$ cat config.mk
export PLATFORM = sky130hd
export DESIGN_NAME = type_slot_length_deframer_flat
export DESIGN_NICKNAME = d
export VERILOG_FILES = /design/src/rtl/tsld_pkg.sv /design/src/rtl/tsld_ifs.sv /design/src/rtl/tsld_in_stage.sv /design/src/rtl/tsld_parser.sv /design/src/rtl/type_slot_length_deframer.sv /design/src/flat_wrapper.sv
export SDC_FILE = /design/constraint.sdc
export NUM_CORES = 1
export LEC_CHECK = 0
export BUFFER_PORTS_ARGS = -buffer_cell sky130_fd_sc_hd__buf_2
export CAP_MARGIN = 10
export CORE_ASPECT_RATIO = 1.2
export CORE_MARGIN = 4
export CORE_UTILIZATION = 40
export CTS_BUF_LIST = sky130_fd_sc_hd__clkbuf_8 sky130_fd_sc_hd__clkbuf_16
export CTS_CLUSTER_DIAMETER = 30
export DETAILED_ROUTE_END_ITERATION = 12
export PLACE_DENSITY = 0.66
export SETUP_SLACK_MARGIN = 0.5
export SYNTH_ARGS = -nofsm -noshare
export SYNTH_HDL_FRONTEND = slang
export SYNTH_SLANG_ARGS = --single-unit
$ cat constraint.sdc
create_clock -name clk -period 4.04 [get_ports clk]
set_clock_uncertainty 0.1 [all_clocks]
set_input_delay 0 -clock clk [delete_from_list [all_inputs] [get_ports clk]]
set_output_delay 0 -clock clk [all_outputs]
set_load 0.1 [all_outputs]
$ cat src/rtl/tsld_pkg.sv
// ----------------------------------------------------------------------------
// tsld_pkg
// Shared widths, reset constants and beat/result types for the deframer.
// ----------------------------------------------------------------------------
package tsld_pkg;

    localparam int BYTE_W   = 8;
    localparam int CFG_W    = 14;   // max_payload register
    localparam int DLEN_W   = 14;   // delivered_len field
    localparam int LENFLD_W = 16;   // length field on the wire

    localparam logic [CFG_W-1:0] MAX_PAYLOAD_RST = 14'd8192;

    localparam logic STATUS_OK       = 1'b0;
    localparam logic STATUS_OVERSIZE = 1'b1;

    // one registered input beat
    typedef struct packed {
        logic              valid;
        logic [BYTE_W-1:0] data;
    } beat_t;

    typedef struct packed {
        logic              status;
        logic              data_valid;
        logic [BYTE_W-1:0] data_byte;
        logic              frame_end;
        logic [BYTE_W-1:0] frame_type;
        logic [BYTE_W-1:0] frame_slot;
        logic [DLEN_W-1:0] delivered_len;
    } result_t;

endpackage

$ cat src/rtl/tsld_ifs.sv
// ----------------------------------------------------------------------------
// tsld channel interfaces
// Valid/ready channels for the received byte stream and the parsed results.
// ----------------------------------------------------------------------------
interface tsld_byte_if;
    logic                       valid;
    logic                       ready;
    logic [tsld_pkg::BYTE_W-1:0] rx_byte;

    modport source (output valid, output rx_byte, input ready);
    modport sink   (input valid, input rx_byte, output ready);
endinterface

interface tsld_result_if;
    logic                        valid;
    logic                        ready;
    logic                        status;
    logic                        data_valid;
    logic [tsld_pkg::BYTE_W-1:0] data_byte;
    logic                        frame_end;
    logic [tsld_pkg::BYTE_W-1:0] frame_type;
    logic [tsld_pkg::BYTE_W-1:0] frame_slot;
    logic [tsld_pkg::DLEN_W-1:0] delivered_len;

    modport source (output valid, output status, output data_valid, output data_byte,
                    output frame_end, output frame_type, output frame_slot,
                    output delivered_len, input ready);
    modport sink   (input valid, input status, input data_valid, input data_byte,
                    input frame_end, input frame_type, input frame_slot,
                    input delivered_len, output ready);
endinterface

$ cat src/rtl/tsld_in_stage.sv
// ----------------------------------------------------------------------------
// tsld_in_stage
// Input register: captures one byte beat and holds it until the parser
// consumes it.
// ----------------------------------------------------------------------------
module tsld_in_stage
(
    input  logic                        clk,
    input  logic                        rst_n,
    input  logic                        in_valid,
    input  logic [tsld_pkg::BYTE_W-1:0] in_data,
    output logic                        in_ready,
    input  logic                        consume,
    output tsld_pkg::beat_t             beat
);

    logic                        valid_reg;
    logic [tsld_pkg::BYTE_W-1:0] data_reg;

    // a slot frees up in the same cycle the parser takes the held beat
    assign in_ready = !valid_reg || consume;

    always_ff @(posedge clk or negedge rst_n)
    begin
        if (!rst_n)
        begin
            valid_reg <= 1'b0;
        end
        else if (in_valid && in_ready)
        begin
            valid_reg <= 1'b1;
        end
        else if (consume)
        begin
            valid_reg <= 1'b0;
        end
    end

    always_ff @(posedge clk)
    begin
        if (in_valid && in_ready)
        begin
            data_reg <= in_data;
        end
    end

    assign beat.valid = valid_reg;
    assign beat.data  = data_reg;

endmodule

$ cat src/rtl/tsld_parser.sv
// ----------------------------------------------------------------------------
// tsld_parser
// Header/payload state machine with the result register behind it.
// ----------------------------------------------------------------------------
module tsld_parser
#(
    parameter int MAX_FRAME_PAYLOAD = 8192
)
(
    input  logic                       clk,
    input  logic                       rst_n,
    input  tsld_pkg::beat_t            beat,
    input  logic [tsld_pkg::CFG_W-1:0] max_payload,
    output logic                       consume,
    output logic                       res_valid,
    output tsld_pkg::result_t          res,
    input  logic                       res_ready
);

    localparam int LEN_W = $clog2(MAX_FRAME_PAYLOAD + 1);
    localparam int CMP_W = (LEN_W > tsld_pkg::CFG_W) ? LEN_W : tsld_pkg::CFG_W;
    localparam logic [tsld_pkg::LENFLD_W-1:0] LEN_LIMIT =
        tsld_pkg::LENFLD_W'(MAX_FRAME_PAYLOAD);

    typedef enum logic [2:0] {
        PH_TYPE  = 3'd0,
        PH_SLOT  = 3'd1,
        PH_LENHI = 3'd2,
        PH_LENLO = 3'd3,
        PH_BODY  = 3'd4
    } phase_t;

    phase_t                      phase_reg,  phase_next;
    logic [tsld_pkg::BYTE_W-1:0] type_reg,   type_next;
    logic [tsld_pkg::BYTE_W-1:0] slot_reg,   slot_next;
    logic [tsld_pkg::BYTE_W-1:0] lenhi_reg,  lenhi_next;
    logic [LEN_W-1:0]            length_reg, length_next;
    logic [LEN_W-1:0]            count_reg,  count_next;
    logic                        res_valid_reg;
    tsld_pkg::result_t           res_reg,    res_next;

    logic                          has_res;
    logic                          out_free;
    logic [tsld_pkg::LENFLD_W-1:0] len_word;
    logic [CMP_W-1:0]              count_cmp;
    logic [CMP_W-1:0]              length_cmp;
    logic [CMP_W-1:0]              max_cmp;
    logic [CMP_W-1:0]              dlen_cmp;
    logic                          deliver;

    assign len_word   = {lenhi_reg, beat.data};
    assign count_cmp  = CMP_W'(count_reg);
    assign length_cmp = CMP_W'(length_reg);
    assign max_cmp    = CMP_W'(max_payload);
    assign deliver    = count_cmp < max_cmp;
    assign dlen_cmp   = (length_cmp < max_cmp) ? length_cmp : max_cmp;

    always_comb
    begin
        phase_next  = phase_reg;
        type_next   = type_reg;
        slot_next   = slot_reg;
        lenhi_next  = lenhi_reg;
        length_next = length_reg;
        count_next  = count_reg;
        has_res     = 1'b0;

        res_next               = '0;
        res_next.status        = tsld_pkg::STATUS_OK;
        res_next.frame_type    = type_reg;
        res_next.frame_slot    = slot_reg;

        unique case (phase_reg)
            PH_SLOT:
            begin
                slot_next  = beat.data;
                phase_next = PH_LENHI;
            end
            PH_LENHI:
            begin
                lenhi_next = beat.data;
                phase_next = PH_LENLO;
            end
            PH_LENLO:
            begin
                if (len_word > LEN_LIMIT)
                begin
                    phase_next      = PH_TYPE;
                    has_res         = 1'b1;
                    res_next.status = tsld_pkg::STATUS_OVERSIZE;
                end
                else if (len_word == '0)
                begin
                    phase_next         = PH_TYPE;
                    has_res            = 1'b1;
                    res_next.frame_end = 1'b1;
                end
                else
                begin
                    length_next = len_word[LEN_W-1:0];
                    count_next  = '0;
                    phase_next  = PH_BODY;
                end
            end
            PH_BODY:
            begin
                // count stays below length here, so the increment cannot wrap
                count_next = count_reg + LEN_W'(1);
                if (count_next >= length_reg)
                begin
                    phase_next             = PH_TYPE;
                    has_res                = 1'b1;
                    res_next.frame_end     = 1'b1;
                    res_next.delivered_len = tsld_pkg::DLEN_W'(dlen_cmp);
                    res_next.data_valid    = deliver;
                    res_next.data_byte     = deliver ? beat.data : '0;
                end
                else if (deliver)
                begin
                    has_res             = 1'b1;
                    res_next.data_valid = 1'b1;
                    res_next.data_byte  = beat.data;
                end
            end
            default:
            begin
                type_next  = beat.data;
                phase_next = PH_SLOT;
            end
        endcase
    end

    // a beat with no result never waits on the output side
    assign out_free = !res_valid_reg || res_ready;
    assign consume  = beat.valid && (!has_res || out_free);

    always_ff @(posedge clk or negedge rst_n)
    begin
        if (!rst_n)
        begin
            phase_reg     <= PH_TYPE;
            type_reg      <= '0;
            slot_reg      <= '0;
            lenhi_reg     <= '0;
            length_reg    <= '0;
            count_reg     <= '0;
            res_valid_reg <= 1'b0;
            res_reg       <= '0;
        end
        else
        begin
            if (consume)
            begin
                phase_reg  <= phase_next;
                type_reg   <= type_next;
                slot_reg   <= slot_next;
                lenhi_reg  <= lenhi_next;
                length_reg <= length_next;
                count_reg  <= count_next;
            end
            if (consume && has_res)
            begin
                res_valid_reg <= 1'b1;
                res_reg       <= res_next;
            end
            else if (res_ready)
            begin
                res_valid_reg <= 1'b0;
            end
        end
    end

    assign res_valid = res_valid_reg;
    assign res       = res_reg;

    // ------------------------------------------------------------------------
    a_err_is_bare: assert property (@(posedge clk) disable iff (!rst_n)
        res_valid_reg && res_reg.status |->
            !res_reg.frame_end && !res_reg.data_valid && res_reg.delivered_len == '0)
        else $error("error result carries data or frame end");

    a_err_restarts: assert property (@(posedge clk) disable iff (!rst_n)
        consume && has_res && res_next.status |=> phase_reg == PH_TYPE)
        else $error("parser did not return to type byte after error");

    a_len_only_at_end: assert property (@(posedge clk) disable iff (!rst_n)
        res_valid_reg && !res_reg.frame_end |-> res_reg.delivered_len == '0)
        else $error("delivered length outside frame end");

    a_count_in_range: assert property (@(posedge clk) disable iff (!rst_n)
        phase_reg == PH_BODY |-> count_reg < length_reg && length_reg != '0)
        else $error("payload count ran past frame length");

    a_no_drop: assert property (@(posedge clk) disable iff (!rst_n)
        res_valid_reg && !res_ready |=> res_valid_reg)
        else $error("pending result dropped while stalled");

endmodule

$ cat src/rtl/type_slot_length_deframer.sv
// ----------------------------------------------------------------------------
// type_slot_length_deframer
// Splits a byte stream into type/slot/length/payload frames and emits one
// result beat per delivered payload byte, frame end or length error.
// ----------------------------------------------------------------------------
//  channel  dir  handshake         payload
//  rx       in   valid/ready       rx_byte[7:0]
//  res      out  valid/ready       status, data_valid, data_byte, frame_end,
//                                  frame_type, frame_slot, delivered_len
//  cfg      in   cfg_we (no ready) cfg_wdata[13:0] -> max_payload
//
//  one byte per cycle sustained while results are taken; a byte crosses an
//  input register and then the result register before its result is valid
//  type, slot, len-high and dropped non-final payload bytes yield no result beat
//  a stalled result only holds up bytes that produce a result
//  rst_n clears the parser to type-byte phase and max_payload to 8192
// ----------------------------------------------------------------------------
module type_slot_length_deframer
#(
    parameter int MAX_FRAME_PAYLOAD = 8192
)
(
    input  logic                       clk,
    input  logic                       rst_n,
    tsld_byte_if.sink                  rx,
    tsld_result_if.source              res,
    input  logic                       cfg_we,
    input  logic [tsld_pkg::CFG_W-1:0] cfg_wdata
);

    logic [tsld_pkg::CFG_W-1:0] max_payload_reg;
    tsld_pkg::beat_t            beat;
    logic                       consume;
    logic                       res_valid;
    tsld_pkg::result_t          res_data;

    always_ff @(posedge clk or negedge rst_n)
    begin
        if (!rst_n)
        begin
            max_payload_reg <= tsld_pkg::MAX_PAYLOAD_RST;
        end
        else if (cfg_we)
        begin
            max_payload_reg <= cfg_wdata;
        end
    end

    tsld_in_stage u_in_stage
    (
        .clk      (clk),
        .rst_n    (rst_n),
        .in_valid (rx.valid),
        .in_data  (rx.rx_byte),
        .in_ready (rx.ready),
        .consume  (consume),
        .beat     (beat)
    );

    tsld_parser #(
        .MAX_FRAME_PAYLOAD (MAX_FRAME_PAYLOAD)
    ) u_parser
    (
        .clk         (clk),
        .rst_n       (rst_n),
        .beat        (beat),
        .max_payload (max_payload_reg),
        .consume     (consume),
        .res_valid   (res_valid),
        .res         (res_data),
        .res_ready   (res.ready)
    );

    assign res.valid         = res_valid;
    assign res.status        = res_data.status;
    assign res.data_valid    = res_data.data_valid;
    assign res.data_byte     = res_data.data_byte;
    assign res.frame_end     = res_data.frame_end;
    assign res.frame_type    = res_data.frame_type;
    assign res.frame_slot    = res_data.frame_slot;
    assign res.delivered_len = res_data.delivered_len;

endmodule

$ cat src/flat_wrapper.sv
// flat-port wrapper written by rule: the top's interface ports become plain ports
module type_slot_length_deframer_flat 
#(
    parameter int MAX_FRAME_PAYLOAD = 8192
)
  (clk, rst_n, cfg_we, cfg_wdata, rx_valid, rx_rx_byte, rx_ready, res_valid, res_status, res_data_valid, res_data_byte, res_frame_end, res_frame_type, res_frame_slot, res_delivered_len, res_ready);
  tsld_byte_if rx_i ();
  tsld_result_if res_i ();
  input  logic clk;
  input  logic rst_n;
  input  logic cfg_we;
  input  logic [tsld_pkg::CFG_W-1:0] cfg_wdata;
  input wire logic [$bits(rx_i.valid)-1:0] rx_valid;
  input wire logic [$bits(rx_i.rx_byte)-1:0] rx_rx_byte;
  output wire logic [$bits(rx_i.ready)-1:0] rx_ready;
  output wire logic [$bits(res_i.valid)-1:0] res_valid;
  output wire logic [$bits(res_i.status)-1:0] res_status;
  output wire logic [$bits(res_i.data_valid)-1:0] res_data_valid;
  output wire logic [$bits(res_i.data_byte)-1:0] res_data_byte;
  output wire logic [$bits(res_i.frame_end)-1:0] res_frame_end;
  output wire logic [$bits(res_i.frame_type)-1:0] res_frame_type;
  output wire logic [$bits(res_i.frame_slot)-1:0] res_frame_slot;
  output wire logic [$bits(res_i.delivered_len)-1:0] res_delivered_len;
  input wire logic [$bits(res_i.ready)-1:0] res_ready;
  assign rx_i.valid = rx_valid;
  assign rx_i.rx_byte = rx_rx_byte;
  assign rx_ready = rx_i.ready;
  assign res_valid = res_i.valid;
  assign res_status = res_i.status;
  assign res_data_valid = res_i.data_valid;
  assign res_data_byte = res_i.data_byte;
  assign res_frame_end = res_i.frame_end;
  assign res_frame_type = res_i.frame_type;
  assign res_frame_slot = res_i.frame_slot;
  assign res_delivered_len = res_i.delivered_len;
  assign res_i.ready = res_ready;
  type_slot_length_deframer #(.MAX_FRAME_PAYLOAD(MAX_FRAME_PAYLOAD)) u_core (.clk(clk), .rst_n(rst_n), .rx(rx_i), .res(res_i), .cfg_we(cfg_we), .cfg_wdata(cfg_wdata));
endmodule
==> results.toml, run 1 <==
[pwr]
power_density_nw_per_um2 = 746
power.leakage_nw = 3.81
power_mw = 5.92
max-vdd-ir-drop_v = 0.000900

[clock_network]
cts_buffers = 17
clk_latency_ns = 0.41
root_buffer = "clkbuf_16"
cts.path.max_buffers = 2
clkTransAtPathRegs_ns = 0.05
cts_sinks = 120
htree_num_levels = 4
cts_tree = "done"

[die]
die_w_um = 120
fp-row-count = 48
core_area_sq_um = 14500
num_io_pins = 70
die_area_sq_um = 17100
die_y_um = 142
initial_core_util_pct = 41.4

[logic_synthesis]
synth_area_sq_um = 6010
synth_seq_cells = 120
synth_nets = 575
synth_edf_count = 8
avgSynthCellArea_sq_um = 11.9
ys_seq_area_share_pct = 50.6
synthDistinctLibCells = 53
synthArstFlopShare_pct = 93.3
yosysWarnings = 0
synth_ff_type = "dfrtp_1"
syn_inst = 507

[place]
port_buffers = 69
dp_slack_ns = 0.445
dp_hpwl_um = 10400
place_congestion = 0.879
numPlacedInstances = 768
place_area_sq_um = 6620

[sta]
fmax_mhz = 292
setup_tns_ns = 0
maxSlewViolCount = 0
finalHoldViolCount = 0
relSlewSlack_pct = 28.3
rsz0062_at_grt = "no"
period_share_pct = 84.9
hold_ws_ns = 0.0492
tightest_slew_ns = 1.08
setup_ws_ns = 0.610
finalCriticalPeriod_ns = 3.43
finalSetupViolCount = 0

[route]
drc = 0
drt-initial-drc-count = 236
antenna_left = 0
wl_per_cell_um = 18.1
first_pass_iters = 4
via_count = 4595
drt_wl_total_um = 15700
viasPerCell = 5.31

[run_status]
run_status = "completed"

[setup_path]
cp-end-kind = "output port"
critPathLaunchType = "register"
required_ns = 3.94
path_max_fanout = 5
critical_path_class = "reg2out"
reg2regPathDepth = 16
critPathArrivalTime_ns = 3.33
rrSetupSlack_ns = 0.62

[cells_and_area]
postLayoutCoreUtil_pct = 54.6
final_cell_area_sq_um = 7930
fin_cells = 866
final.fill_count = 1258
final_nets = 721
syn_to_final_growth_pct = 32.0
diodes = 0
drive_gt1_share_pct = 30.5
largest_reg_flops = 41

[global_routing]
antenna_found_initial = 0
grt_pass1_vias = 4952
overflow = 0
grt_max_degree = 86
groute.usage.overall_pct = 19.1
grt_pass1_wl_um = 25600

[flow_run]
drv_cap = 0

[hold_path]
whs_path_depth = 2
holdCritPathClass = "in2reg"
-- cell usage after synthesis (6+ instances only) --
cell / count / area share [%]
a21oi_1: 15 / 1.2
a22o_1: 9 / 1.3
and2_1: 6 / 0.62
and3_1: 6 / 0.62
clkbuf_1: 8 / 0.50
dfrtp_1: 111 / 46
edfxtp_1: 8 / 4.0
ha_1: 41 / 8.5
inv_1: 44 / 2.7
mux2_2: 41 / 7.7
mux2_4: 14 / 3.5
mux2i_1: 16 / 2.7
nand2_1: 36 / 2.2
nand3_1: 15 / 1.2
nor2_1: 10 / 0.62
nor3_1: 7 / 0.58
o21ai_0: 22 / 1.8
o2bb2ai_1: 23 / 3.4
xnor2_1: 8 / 1.2
-- placed cells by master, fill, tap and decap left out, types with 5 or more instances in the layout --
| master | n |
|---|---|
| mux2_2 | 41 |
| nor2_1 | 9 |
| clkbuf_16 | 17 |
| a21o_1 | 5 |
| a22o_1 | 8 |
| xnor2_1 | 6 |
| a21oi_1 | 15 |
| buf_2 | 67 |
| buf_4 | 19 |
| ha_1 | 39 |
| nand4_1 | 5 |
| xor2_1 | 5 |
| edfxtp_1 | 8 |
| nor3_1 | 5 |
| mux2i_1 | 16 |
| o2bb2ai_1 | 23 |
| dlygate4sd3_1 | 51 |
| inv_1 | 47 |
| o21ai_0 | 22 |
| dfrtp_1 | 109 |
| and2_1 | 6 |
| nand2_1 | 35 |
| mux2_4 | 14 |
| nand3_1 | 14 |
-- cell type report --
type / instances / area [sq um] / share of cell area, %
clock buffer: 17 / 425 / 5.36
timing repair buffer: 141 / 1050 / 13.2
multi-input combinational: 329 / 2860 / 36.0
tap: 200 / 250 / 3.15
sequential: 120 / 3050 / 38.4
inverter: 44 / 165 / 2.08
clock inverter: 15 / 140 / 1.77
-- report_power, final --
group | switching, mW | internal, mW | total [mW] | leakage, nW
logic | 1.73 | 0.854 | 2.59 | 2.03
clock network | 0.541 | 0.895 | 1.44 | 0.274
registers | 0.314 | 1.58 | 1.89 | 1.50
-- layer usage --
layer  global-route usage (%)  wire length, um  up-vias
met5                        0                0        -
met4                     7.00              267        0
met3                     4.10              747       22
met2                     32.7             8030      129
met1                     23.9             6640     2314
li1                         -                -     2130
-- repair_timing --
item,in CTS,in global routing
setup buffers,6,7
gates resized for setup,6,18
cloned,1,1
pin swaps,2,8
endpoints found under the setup margin,49,67
hold endpoints to repair,107,0
hold buffers,51,0
-- kinds of logic after synthesis --
logic type / share of synthesized area, %
buffers and inverters: 4.23
adder cells (fa/ha/maj): 8.53
AND/OR/NAND/NOR: 8.43
flip-flops: 50.6
AO/OA/AOI/OAI: 12.4
multiplexers: 13.8
XOR/XNOR: 1.89
-- critical path, stage by stage (launching register included) --
cell	delay, ns
dfrtp_1	0.37
and3_4	0.19
and3_4	0.18
nand2_1	0.05
or2_4	0.29
buf_4	0.14
xnor2_1	0.12
ha_1	0.29
a21oi_1	0.19
nor2_1	0.10
a211oi_2	0.22
o32ai_2	0.12
nor2_2	0.21
nand2_2	0.13
nand3_2	0.14
buf_12	0.18
-- worst paths after layout --
check | start | end
hold reg to reg | u_core.u_parser.res[39] | u_core.u_parser.res[39]
setup reg to reg | u_core.u_parser.count_cmp[3] | u_core.u_parser.phase_reg[1]
min in group asynchronous | rst_n | u_core.u_parser.res[6]
hold / removal | cfg_we | u_core.max_payload_reg[0]
setup / recovery | u_core.u_parser.count_cmp[3] | rx_ready
max in group asynchronous | rst_n | u_core.u_parser.res[33]
(Power assumes the default switching activity.)
==> inputs of run 2 (changes only) <==
==> constraint.sdc (replaced) <==
create_clock -name clk -period 2.8 [get_ports clk]
set_clock_uncertainty 0.1 [all_clocks]
set_input_delay 0 -clock clk [delete_from_list [all_inputs] [get_ports clk]]
set_output_delay 0 -clock clk [all_outputs]
set_load 0.1 [all_outputs]
==> run 2 against run 1 <==
Net effect:
- the flow now finishes with violations (negative setup slack)
- register-to-register slack worse by 1.2 ns
- sequential cell count unchanged
- worst hold slack worse by 0.015 ns
- critical path depth rose by 4
- global-route usage rose by 2.2 points
- sequential share of layout area is 4.5 points lower
- sequential power increased by 43%
- via count grew 7.4%
- combinational power is 63% higher
- die area is the same
- critical endpoint is now u_core.u_parser.count_cmp[4]
==> results.toml, run 2 (same netlist as run 1, synthesis figures left out) <==
[sta]
finalCriticalPeriod_ns = 3.41
fmax_mhz = 293
relSlewSlack_pct = 59.9
rsz0062_at_grt = "yes"
finalHoldViolCount = 0
tightest_slew_ns = 0.602
finalSetupViolCount = 69
setup_tns_ns = -34.15
setup_ws_ns = -0.609
period_share_pct = 122
hold_ws_ns = 0.0341
maxSlewViolCount = 0

[die]
initial_core_util_pct = 41.4
die_area_sq_um = 17100
num_io_pins = 70
die_y_um = 142
die_w_um = 120
core_area_sq_um = 14500
fp-row-count = 48

[route]
via_count = 4936
drc = 0
drt_wl_total_um = 17300
wl_per_cell_um = 18.2
first_pass_iters = 5
antenna_left = 0
drt-initial-drc-count = 195
viasPerCell = 5.21

[pwr]
power.leakage_nw = 4.34
power_density_nw_per_um2 = 1020
max-vdd-ir-drop_v = 0.00109

[setup_path]
critPathLaunchType = "register"
cpPeakStageDelay_ns = 0.35
cp-end-kind = "register"
critPathArrivalTime_ns = 3.63
required_ns = 3.02
path_max_fanout = 8
cp_common_cell = "buf_6"
crit_slowest_cell = "dfrtp_1"
crit_family = "simple AND/OR/NAND/NOR gates"
worst-path-buf-inv = 5
crit_chain = "and3_4 -> and3_4 -> nand2_2 -> or2_4 -> nor3_4 -> xnor2_2 -> inv_2 -> ha_4 -> nand4_1 -> nor2_1 -> a211oi_2 -> o32ai_2 -> nor2_4 -> buf_4 -> buf_6 -> buf_6 -> a22oi_2 -> buf_6 -> o2bb2ai_1"
critical_path_class = "reg2reg"

[cells_and_area]
drive_gt1_share_pct = 43.2
largest_reg_flops = 41
layout_common_cells = "110 x dfrtp_1, 80 x buf_4, 67 x buf_2"
final_cell_area_sq_um = 8980
postLayoutCoreUtil_pct = 61.8
syn_to_final_growth_pct = 49.3
layout_commonest_cell = "dfrtp_1"
final.fill_count = 1128
final_nets = 803
diodes = 0

[clock_network]
htree_num_levels = 4
cts_tree = "done"
clk_latency_ns = 0.43
root_buffer = "clkbuf_16"
cts.path.max_buffers = 2
cts_buffers = 17
clkTransAtPathRegs_ns = 0.06
cts_sinks = 120

[global_routing]
grt_pass1_vias = 5428
grt_pass1_wl_um = 28100
grt_max_degree = 45
antenna_found_initial = 0
overflow = 0
groute.usage.overall_pct = 21.3

[flow_run]
drv_cap = 0

[place]
dp_hpwl_um = 11400
port_buffers = 69
place_area_sq_um = 7170
place_congestion = 0.872

[hold_path]
holdCritPathClass = "in2reg"

[run_status]
run_status = "complete, but fails checks"
failed_checks = "negative setup slack"
run 2: cell types whose count changed in the layout (fill, tap and decap cells not counted), moves of 3 or more:
cell,previous run,this run
buf_4,19,80
buf_6,2,22
inv_1,47,43
buf_12,2,6
nand2_1,35,32
o221ai_1,4,0
inv_6,0,4
o2bb2ai_1,23,11
o221ai_2,0,4
o2bb2ai_2,0,12
ha_1,39,36
run 2: timing repair:
item,in CTS,in global routing
cloned,0,1
pin swaps,23,12
endpoints found under the hold margin,65,0
hold buffers,49,0
gates resized for setup,62,14
endpoints found under the setup margin,82,83
setup buffers,31,7
run 2: power breakdown:
group / internal (mW) / leakage [nW] / switching [mW] / total [mW]
Combinational: 1.52 / 2.54 / 2.70 / 4.21
Sequential: 2.28 / 1.50 / 0.436 / 2.71
Clock: 1.41 / 0.291 / 0.853 / 2.27
Total: 5.21 / 4.34 / 3.99 / 9.19
run 2: final timing paths:
check,start,endpoint,slack (ns),cells past startpoint
worst min register to register,u_core.u_parser.res[39],u_core.u_parser.res[39],0.38,1
worst max register to register,u_core.u_parser.count_cmp[3],u_core.u_parser.count_cmp[4],-0.61,19
worst min-delay path,cfg_we,u_core.max_payload_reg[11],0.03,2
worst max-delay path,u_core.u_parser.count_cmp[3],u_core.u_parser.count_cmp[4],-0.61,19
min in group asynchronous,rst_n,u_core.max_payload_reg[0],0.04,2
max in group asynchronous,rst_n,u_core.u_parser.phase_reg[2],1.73,3
run 2: routing by layer:
layer | GRT usage [%] | vias to the layer above | wire [um]
li1 | - | 2295 | -
met5 | 0 | - | 0
met4 | 8.20 | 0 | 467
met1 | 24.1 | 2504 | 6850
met3 | 5.65 | 28 | 726
met2 | 38.3 | 109 | 9240
run 2: stage by stage:
| step | setup slack, ns | cells | power, mW |
|---|---|---|---|
| final | -0.609 | 948 | 9.19 |
| after global routing | -0.763 | 948 | 9.62 |
| after CTS | -0.504 | 940 | 9.12 |
| after detailed placement | -0.591 | 828 | 6.55 |
| after global placement | -0.531 | 828 | 6.45 |
| after floorplan | -0.635 | 507 | 5.58 |
run 2: worst register-to-register path: cells and delay by family (launching register included):
kind,cells,cell delay [ns]
XOR/XNOR,1,0.15
AO/OA/AOI/OAI,4,0.55
flip-flops,1,0.35
AND/OR/NAND/NOR,8,1.27
buffers and inverters,5,0.62
adder cells (fa/ha/maj),1,0.26
run 2: final cells by class:
cell class | count | area, sq um | share of cell area (%)
clock buffer | 17 | 425 | 4.74
clock inverter | 15 | 191 | 2.13
inverter | 44 | 165 | 1.84
multi-input combinational | 327 | 3090 | 34.4
sequential | 120 | 3050 | 33.9
tap | 200 | 250 | 2.79
timing repair buffer | 225 | 1810 | 20.2
==> inputs of run 3 (changes only) <==
--- a/config.mk
+++ b/config.mk
@@ -7,13 +7,15 @@
 export LEC_CHECK = 0
 export BUFFER_PORTS_ARGS = -buffer_cell sky130_fd_sc_hd__buf_2
 export CAP_MARGIN = 10
+export CELL_PAD_IN_SITES_DETAIL_PLACEMENT = 1
+export CELL_PAD_IN_SITES_GLOBAL_PLACEMENT = 1
 export CORE_ASPECT_RATIO = 1.2
 export CORE_MARGIN = 4
 export CORE_UTILIZATION = 40
 export CTS_BUF_LIST = sky130_fd_sc_hd__clkbuf_8 sky130_fd_sc_hd__clkbuf_16
 export CTS_CLUSTER_DIAMETER = 30
 export DETAILED_ROUTE_END_ITERATION = 12
-export PLACE_DENSITY = 0.66
+export PLACE_DENSITY = 0.78
 export SETUP_SLACK_MARGIN = 0.5
 export SYNTH_ARGS = -nofsm -noshare
 export SYNTH_HDL_FRONTEND = slang
==> run 3 against run 2 <==
Net effect:
- register-to-register slack worse by 0.41 ns
- die area stayed put
- the run still ends with negative setup slack left
- clock power barely moved
- critical path depth down 2
- fmax is 11% lower
- largest cell class unchanged
==> results.toml, run 3 (same netlist as run 1, synthesis figures left out) <==
[run_status]
run_status = "complete, but fails checks"
failed_checks = "negative setup slack"

[sta]
setup_ws_ns = -1.01
maxSlewViolCount = 0
relSlewSlack_pct = 46.5
finalCriticalPeriod_ns = 3.81
fmax_mhz = 262
finalSetupViolCount = 69
finalHoldViolCount = 0
rsz0062_at_grt = "yes"
setup_tns_ns = -52.70
tightest_slew_ns = 0.802
period_share_pct = 136

[die]
die_w_um = 120
num_io_pins = 70
initial_core_util_pct = 41.4
die_y_um = 142
fp-row-count = 48
core_area_sq_um = 14500
die_area_sq_um = 17100

[cells_and_area]
seq_area_sq_um = 3050
final_cell_area_sq_um = 9170
layout_commonest_cell = "dfrtp_1"
final_nets = 793
layout_common_cells = "108 x dfrtp_1, 72 x buf_4, 67 x buf_2"
multi_input_area_sq_um = 3330
postLayoutCoreUtil_pct = 63.1
syn_to_final_growth_pct = 52.5
largest_reg_flops = 41
fin_cells = 938
drive_gt1_share_pct = 46.1
final.fill_count = 1464
diodes = 0

[global_routing]
gr-usage-met3_pct = 5.49
grt_pass1_wl_um = 37000
grt_busiest_layer = "met2"
overflow = 0
groute.usage.overall_pct = 28.9
grt_pass1_vias = 6101
gr-usage-met2_pct = 52.3
grt.met1_usage_pct = 31.9
grt_max_degree = 59
antenna_found_initial = 0

[place]
port_buffers = 69
place_congestion = 0.867
place_area_sq_um = 7190
dp_hpwl_um = 12800
numPlacedInstances = 826

[setup_path]
reg2regPathDepth = 17
required_ns = 2.99
critical_path_class = "reg2reg"
cpPeakStageDelay_ns = 0.40
crit_chain = "and3_4 -> and3_4 -> nand2_2 -> or2_4 -> nor3_4 -> xnor2_2 -> inv_2 -> ha_4 -> nand4_1 -> nor2_1 -> o211a_1 -> nor2_4 -> buf_4 -> buf_6 -> buf_6 -> a22o_4 -> mux2i_1"
path_max_fanout = 6
crit_slowest_cell = "mux2i_1"
r2r_start = "u_core.u_parser.count_cmp[3]"
cp-end-kind = "register"
rrSetupSlack_ns = -1.01
timing.rr.end = "u_core.u_parser.count_cmp[0]"
critPathLaunchType = "register"
critPathArrivalTime_ns = 4.00

[clock_network]
clkTransAtPathRegs_ns = 0.07
cts_sinks = 120
cts_tree = "done"
clk_latency_ns = 0.44
cts.path.max_buffers = 2
htree_num_levels = 4
root_buffer = "clkbuf_16"
cts_buffers = 17

[hold_path]
holdCritStartpoint = "cfg_we"
whs_path_depth = 2
holdCritPathClass = "in2reg"
worstHoldEndpoint = "u_core.max_payload_reg[3]"

[route]
drt_wl_total_um = 26300
viasPerCell = 5.81
wl_per_cell_um = 28.1
via_count = 5451
antenna_left = 0
drt-initial-drc-count = 361
drc = 0
first_pass_iters = 5

[flow_run]
drv_cap = 0

[pwr]
power.leakage_nw = 4.41
max-vdd-ir-drop_v = 0.00114
power_density_nw_per_um2 = 1090
## run 3: cell count changes in the layout (fill, tap and decap cells not counted), sizes merged
| cell | previous run | this run |
|---|---|---|
| buf | 176 | 168 |
| clkinvlp | 3 | 1 |
| dlygate4sd3 | 49 | 47 |
| inv | 48 | 50 |
| bufinv | 3 | 2 |
| clkinv | 5 | 6 |
## run 3: per-stage QoR
step	setup slack, ns	hold WS (ns)	total power, mW
CTS	-0.672	0.0157	9.41
global route	-1.10	0.0772	10.3
detailed placement	-0.679	0.0333	6.67
global placement	-0.465	0.0202	6.48
floorplan	-0.635	-0.396	5.58
finish	-1.01	0.0465	9.97
## run 3: layout make-up
cell class	count	share of cell area, %
inverter	44	1.80
tap	200	2.73
sequential	120	33.2
clock inverter	15	1.83
clock buffer	17	4.64
multi-input combinational	327	36.4
timing repair buffer	215	19.4
## run 3: power by group
part | switching, mW | total (mW) | leakage [nW] | internal, mW
clock network | 0.954 | 2.28 | 0.291 | 1.33
logic | 3.09 | 4.82 | 2.62 | 1.74
registers | 0.581 | 2.86 | 1.50 | 2.28
## run 3: how the worst max path moves through the flow
stage / cells past startpoint / end / startpoint
after floorplan: 18 / u_core.u_parser.res[16] / u_core.u_parser.count_cmp[2]
after global placement: 16 / u_core.u_parser.res[25] / u_core.u_parser.count_cmp[4]
after detailed placement: 16 / u_core.u_parser.res[25] / u_core.u_parser.count_cmp[4]
after CTS: 18 / u_core.u_parser.res[29] / u_core.u_parser.count_cmp[3]
after global routing: 17 / u_core.u_parser.count_cmp[0] / u_core.u_parser.count_cmp[3]
final: 17 / u_core.u_parser.count_cmp[0] / u_core.u_parser.count_cmp[3]
## run 3: metal layers
layer | routed length [um] | vias up
li1 | - | 2269
met1 | 9640 | 2825
met2 | 13800 | 250
met3 | 1300 | 107
met4 | 1620 | 0
met5 | 0 | -
## run 3: worst max-delay path, delay by kind of cell (launching register included)
family                   cells  cell delay (ns)
flip-flops                   1             0.39
AND/OR/NAND/NOR              8             1.35
multiplexers                 1             0.40
XOR/XNOR                     1             0.17
buffers and inverters        4             0.48
AO/OA/AOI/OAI                2             0.50
adder cells (fa/ha/maj)      1             0.28
## run 3: repair_timing
item | in CTS | in global routing
resized for setup | 78 | 37
endpoints found under the hold margin | 89 | 0
hold buffers | 47 | 0
pin swaps | 29 | 20
setup buffers | 22 | 9
cloned | 2 | 0
endpoints found under the setup margin | 83 | 83
